## config.mk

```make
export PLATFORM = sky130hd
export DESIGN_NAME = fcu_ctrl
export DESIGN_NICKNAME = d
export VERILOG_FILES = /design/src/sv/fcu_pkg.sv /design/src/sv/fcu_ctrl.sv
export SDC_FILE = /design/constraint.sdc
export NUM_CORES = 1
export LEC_CHECK = 0
export ABC_CLOCK_PERIOD_IN_PS = 1570
export CORE_MARGIN = 3
export CORE_UTILIZATION = 35
export CTS_CLUSTER_SIZE = 24
export DETAILED_ROUTE_END_ITERATION = 7
export DONT_BUFFER_PORTS = 1
export PLACE_DENSITY = 0.62
export SLEW_MARGIN = 20
export SYNTH_ARGS = -nofsm -noshare
export SYNTH_HDL_FRONTEND = slang
export SYNTH_SLANG_ARGS = --single-unit
```

## constraint.sdc

```tcl
create_clock -name clk -period 1.57 [get_ports clk]
set_input_delay 0.2355 -clock clk [delete_from_list [all_inputs] [get_ports clk]]
set_output_delay 0.2355 -clock clk [all_outputs]
set_load 0.02 [all_outputs]
```

## src/sv/fcu_pkg.sv

```systemverilog
package fcu_pkg;

  localparam int SECTOR_COUNT  = 200;
  localparam int ENCODER_RANGE = 16384;
  localparam int SINE_ENTRIES  = 1024;

  localparam int SECTOR_W = $clog2(SECTOR_COUNT);
  localparam int ENC_W    = $clog2(ENCODER_RANGE);
  localparam int SINE_W   = $clog2(SINE_ENTRIES);
  localparam int QTR      = SINE_ENTRIES / 4;
  localparam int QTR_W    = SINE_W - 2;

  localparam int SECTOR_DIV      = 82;
  localparam int SECTOR_RECIP    = 12788;   // ceil(2^20 / 82), exact for 14-bit readings
  localparam int SECTOR_RECIP_SH = 20;
  localparam int RECIP_W         = 14;
  localparam int SCALE_W    = 8;                  // in-sector angle scale 256
  localparam int NUM_W      = ENC_W + SCALE_W;    // divider dividend width
  localparam int PARK_SH    = 12;                 // Park products scaled by 4096
  localparam int PWM_W      = 10;
  localparam int PWM_LIMIT  = 1023;
  localparam int TRIG_W     = 14;                 // signed, +-4096
  localparam int PROD_W     = 16 + TRIG_W;
  localparam int PH_W       = PROD_W + 1 - PARK_SH;
  localparam int CFG_W      = 10;

  localparam logic [1:0] DIR_OFF = 2'd0;
  localparam logic [1:0] DIR_POS = 2'd1;
  localparam logic [1:0] DIR_NEG = 2'd2;

  localparam logic CFG_SECTOR_OFFSET = 1'b0;
  localparam logic CFG_PHASE_LEAD    = 1'b1;

  localparam logic ACT_LOAD = 1'b0;
  localparam logic ACT_STEP = 1'b1;

  localparam longint unsigned PI_Q28 = 64'd843314857;

  typedef logic [12:0] qsin_tab_t [0:QTR];

  // shift-subtract quotient, used only while building the table
  function automatic longint unsigned udiv(input longint unsigned a,
                                           input longint unsigned b);
    longint unsigned q, r;
    q = 0;
    r = 0;
    for (int i = 63; i >= 0; i--) begin
      r = {r[62:0], a[i]};
      if (r >= b) begin
        r    = r - b;
        q[i] = 1'b1;
      end
    end
    return q;
  endfunction

  // quarter-wave table, round(4096*sin), integer Taylor series in Q28
  function automatic qsin_tab_t build_qsin();
    qsin_tab_t tab;
    longint unsigned theta, th2, term;
    longint sum;
    for (int k = 0; k <= QTR; k++) begin
      theta = (PI_Q28 * longint'(k)) >> (SINE_W - 1);
      th2   = (theta * theta) >> 28;
      term  = theta;
      sum   = longint'(theta);
      for (int n = 1; n <= 12; n++) begin
        term = udiv((term * th2) >> 28, longint'((2 * n) * (2 * n + 1)));
        if ((n & 1) == 1) sum = sum - longint'(term);
        else sum = sum + longint'(term);
      end
      if (sum < 0) sum = 0;
      tab[k] = 13'((longint'(sum) + 32768) >>> 16);
    end
    return tab;
  endfunction

  localparam qsin_tab_t QSIN = build_qsin();

  typedef enum logic [3:0] {
    ST_IDLE,
    ST_GUESS,
    ST_SCAN,
    ST_CHECK,
    ST_SCAN2,
    ST_SPAN,
    ST_WAITA,
    ST_ANGLE,
    ST_TRIG,
    ST_MUL,
    ST_SUM,
    ST_DONE
  } fcu_state_t;

  typedef struct packed {
    logic       cap_in;
    logic       load_wr;
    logic       div_start;
    logic       set_guess;
    logic       rd;
    logic       shift;
    logic       check;
    logic       set_angle;
    logic       set_trig;
    logic       mul_en;
    logic [1:0] mul_sel;
    logic       sum;
    logic       out_load;
  } dp_cmd_t;

  typedef struct packed {
    logic div_done;
    logic out_full;
  } dp_stat_t;

endpackage

```

## src/sv/fcu_ctrl.sv

```systemverilog
module fcu_ctrl
  import fcu_pkg::*;
(
  input  logic     clk,
  input  logic     rst_n,
  input  logic     in_valid,
  input  logic     in_action,
  output logic     in_ready,
  input  dp_stat_t stat,
  output dp_cmd_t  cmd
);

  fcu_state_t state_r, state_nxt;
  logic [2:0] cnt_r, cnt_nxt;

  always_ff @(posedge clk) begin
    if (!rst_n) begin
      state_r <= ST_IDLE;
      cnt_r   <= '0;
    end else begin
      state_r <= state_nxt;
      cnt_r   <= cnt_nxt;
    end
  end

  always_comb begin
    state_nxt = state_r;
    cnt_nxt   = cnt_r;
    cmd       = '0;
    in_ready  = 1'b0;
    case (state_r)
      ST_IDLE: begin
        in_ready = 1'b1;
        if (in_valid) begin
          cmd.cap_in  = 1'b1;
          cmd.load_wr = (in_action == ACT_LOAD);
          if (in_action == ACT_STEP) state_nxt = ST_GUESS;
        end
      end
      ST_GUESS: begin
        cmd.set_guess = 1'b1;
        cnt_nxt       = '0;
        state_nxt     = ST_SCAN;
      end
      ST_SCAN: begin
        // four reads, data lands in the next cycle
        cmd.rd    = (cnt_r < 3'd4);
        cmd.shift = (cnt_r != 3'd0);
        cnt_nxt   = cnt_r + 1'b1;
        if (cnt_r == 3'd4) state_nxt = ST_CHECK;
      end
      ST_CHECK: begin
        cmd.check = 1'b1;
        cnt_nxt   = '0;
        state_nxt = ST_SCAN2;
      end
      ST_SCAN2: begin
        cmd.rd    = (cnt_r < 3'd2);
        cmd.shift = (cnt_r != 3'd0);
        cnt_nxt   = cnt_r + 1'b1;
        if (cnt_r == 3'd2) state_nxt = ST_SPAN;
      end
      ST_SPAN: begin
        cmd.div_start = 1'b1;
        state_nxt     = ST_WAITA;
      end
      ST_WAITA: begin
        if (stat.div_done) state_nxt = ST_ANGLE;
      end
      ST_ANGLE: begin
        cmd.set_angle = 1'b1;
        state_nxt     = ST_TRIG;
      end
      ST_TRIG: begin
        cmd.set_trig = 1'b1;
        cnt_nxt      = '0;
        state_nxt    = ST_MUL;
      end
      ST_MUL: begin
        cmd.mul_en  = 1'b1;
        cmd.mul_sel = cnt_r[1:0];
        cnt_nxt     = cnt_r + 1'b1;
        if (cnt_r == 3'd3) state_nxt = ST_SUM;
      end
      ST_SUM: begin
        cmd.sum   = 1'b1;
        state_nxt = ST_DONE;
      end
      ST_DONE: begin
        if (!stat.out_full) begin
          cmd.out_load = 1'b1;
          state_nxt    = ST_IDLE;
        end
      end
      default: begin
        state_nxt = ST_IDLE;
      end
    endcase
  end

endmodule

```

==> impl_results.md <==
* Critical path type: reg2out
* Initial antenna violation count at 0
* Layout area overhead at 58.20%
* Synth Flop Type: dfxtp_1
* Post-route minimum period at 1.578 ns
* Chip Height at 50.54 µm
* Largest net degree at the start of global routing at 10
* Gpl congestion at 0.9082
* Final Hold Vio Count at 0
* Reg2Reg Setup Slack at 0 ns
* Worst setup margin at -0.008357 ns
* DR vias at 807
* Power density over the cells at 1311 mW/mm²
* Req. time, crit path at 1.33 ns
* Proportion of layout cells with a drive suffix above 1 at 47.24%
* Die Area at 0.002554 mm²
* Clock root buffer: clkbuf_4
* Post-Synthesis Cell Area at 694.4 µm²
* Most frequent cells in the layout: 30 x buf_4, 13 x nand2_1, 8 x o21ai_0
* Net count after synthesis at 108
* Static Leakage at 0.4411 nW
* Vias in the first global route at 764
* H-tree depth at 1
* Critical path's largest stage delay at 0.41 ns
* Syn avg cell area at 7.014 µm²
* FF+latch count, synth at 7
* Post-synth EDFFs at 0
* Type of the worst min-delay path: in2reg
* Port-buffer cells at 0
* Area contributors post-synth: dfxtp_1 20%, nor3_1 7.2%, nand2_1 7.0%, o21ai_0 5.8%, ha_1 5.4%
* Max IR drop VDD at 0.0005854 V
* Rows at 15
* Num CTS Buffers at 3
* GRT overflow at 0
* Clock slew at reported path FFs at 0.05 ns
* Worst slew pin tran at 0.3519 ns
* Initial DRC count at 15
* Max Cap Viol at 0
* Number of I/O pins at 21
* Slew headroom at 76.45%
* First-pass GRT wire length at 3.456 mm
* Area leader, netlist: dfxtp_1
* Core Footprint at 0.001802 mm²
* Seq/Total Area, Yosys at 20.18%
* F_max at 0.6336 GHz
* CTS tree: done
* Die W at 50.54 µm
* # diodes at 0
* Setup TNS at -0.009903 ns
* DRC at 0
* Nets@finish at 137
* Max-slew violations at 0
* WL/cell at 13.95 µm
* Clk sink count at 7
* Setup-failing EPs final at 2
* Top-area cell type share of the netlist area at 20.18%
* Worst Path Arrival at 1.34 ns
* Max Root-Sink Buffers at 2
* Starting Density at 38.54%
* RSZ-0062 raised after global routing: true
* HPWL after DPL at 1.585 mm
* Async set-reset flop share out of synthesis at 0%
* Final worst-path cycle share at 100.5%
* Clock Latency Late Sink at 0.24 ns
* Post-synthesis cell count at 99
* Most common cell after layout, fill and taps aside: buf_4
* Antenna-violating nets left at 0
* Critical path startpoint category: register
* Failing checks: negative setup slack
* Gr usage total at 17.40%
* Synth Warn # at 0
* Outcome: complete, but fails checks
* CP most frequent cell: buf_4
* Crit path max fanout at 7
* Post-Route Skew at 0.0005765 ns
* Critical Path, Cell by Cell: buf_4 > nand2_1 > nor3_1 > buf_4
* Post-synth cell types at 35
* Critical path's slowest cell: dfxtp_2
* 1st-pass router iterations at 4
* Crit path capture type: output pin
* DRT Wirelength at 2.121 mm
* Hold Slack at 0.1695 ns
* Avg Vias per Cell at 5.309
[metal layers]
metal | track usage, % | routed length, µm
met4 | 2.242 | 0
met2 | 30.22 | 1109
met5 | 0 | 0
met3 | 4.748 | 118
met1 | 21.88 | 893
[flip-flops by register name (all words and copies together) (netlist names)]
register,count
state_r,4
cnt_r,3
[Yosys cell counts, types with 3 or more instances]
cell	count
buf_2	3
clkbuf_1	4
inv_1	7
mux2i_1	3
ha_1	3
nor2_1	7
nand2_1	13
nor3_1	10
o21ai_0	8
dfxtp_1	7
nor2b_1	4
[area by class of cell]
class	count	area, µm²
Multi-Input combinational cell	77	604.3
Timing Repair Buffer	32	250.2
Sequential cell	7	160.2
Inverter	7	26.28
Fill cell	156	703.2
Tap cell	25	31.28
Clock buffer	4	26.28
[where the power goes]
part	internal (mW)	switching, mW	total, mW
combinational	0.479	0.481	0.960
clock	0.0965	0.0589	0.155
sequential	0.237	0.0882	0.325
total	0.812	0.628	1.44
[stage by stage]
step | worst slack, ns | instance area [µm²] | power (mW) | std cells | utilization (%)
floorplan | -0.1385 | 744.5 | 0.8253 | 99 | -
global placement | -0.03152 | 964.7 | 1.110 | 145 | 53.54
detailed placement | -0.04064 | 964.7 | 1.125 | 145 | 53.54
CTS | -0.02691 | 1031 | 1.343 | 149 | 57.22
global route | -0.09140 | 1099 | 1.544 | 152 | 60.97
finish | -0.008357 | 1099 | 1.440 | 152 | 60.97
[kinds of logic after synthesis]
kind of cell | count (synthesis) | share of synthesized area (%)
flip-flops | 7 | 20.18
AO/OA/AOI/OAI | 22 | 22.53
multiplexers | 3 | 4.324
AND/OR/NAND/NOR | 46 | 34.06
XOR/XNOR | 3 | 3.784
adder cells (fa/ha/maj) | 3 | 5.406
buffers and inverters | 15 | 9.729
[final timing paths]
path / cells after the start / startpoint / endpoint
worst min register to register: 3 / cnt_r[2] / cnt_r[2]
worst min-delay path: 2 / rst_n / state_r[0]
worst max register to register: 4 / cnt_r[1] / state_r[0]
worst max-delay path: 4 / state_r[3] / cmd[5]
[critical path: cells and delay by family, from the launching register on]
family,cells,cell delay (ns)
and+or+nand+nor,2,0.32
DFF,1,0.41
buffers and inverters,2,0.37
[repair_timing]
item / in CTS / in global routing
resized for setup: 13 / 11
hold buffers: 0 / 0
endpoints found under the setup margin: 16 / 11
pin swaps: 3 / 5
buffers inserted: 0 / 3
hold endpoints to repair: 0 / 0
Power figures use the tool's default switching activity.
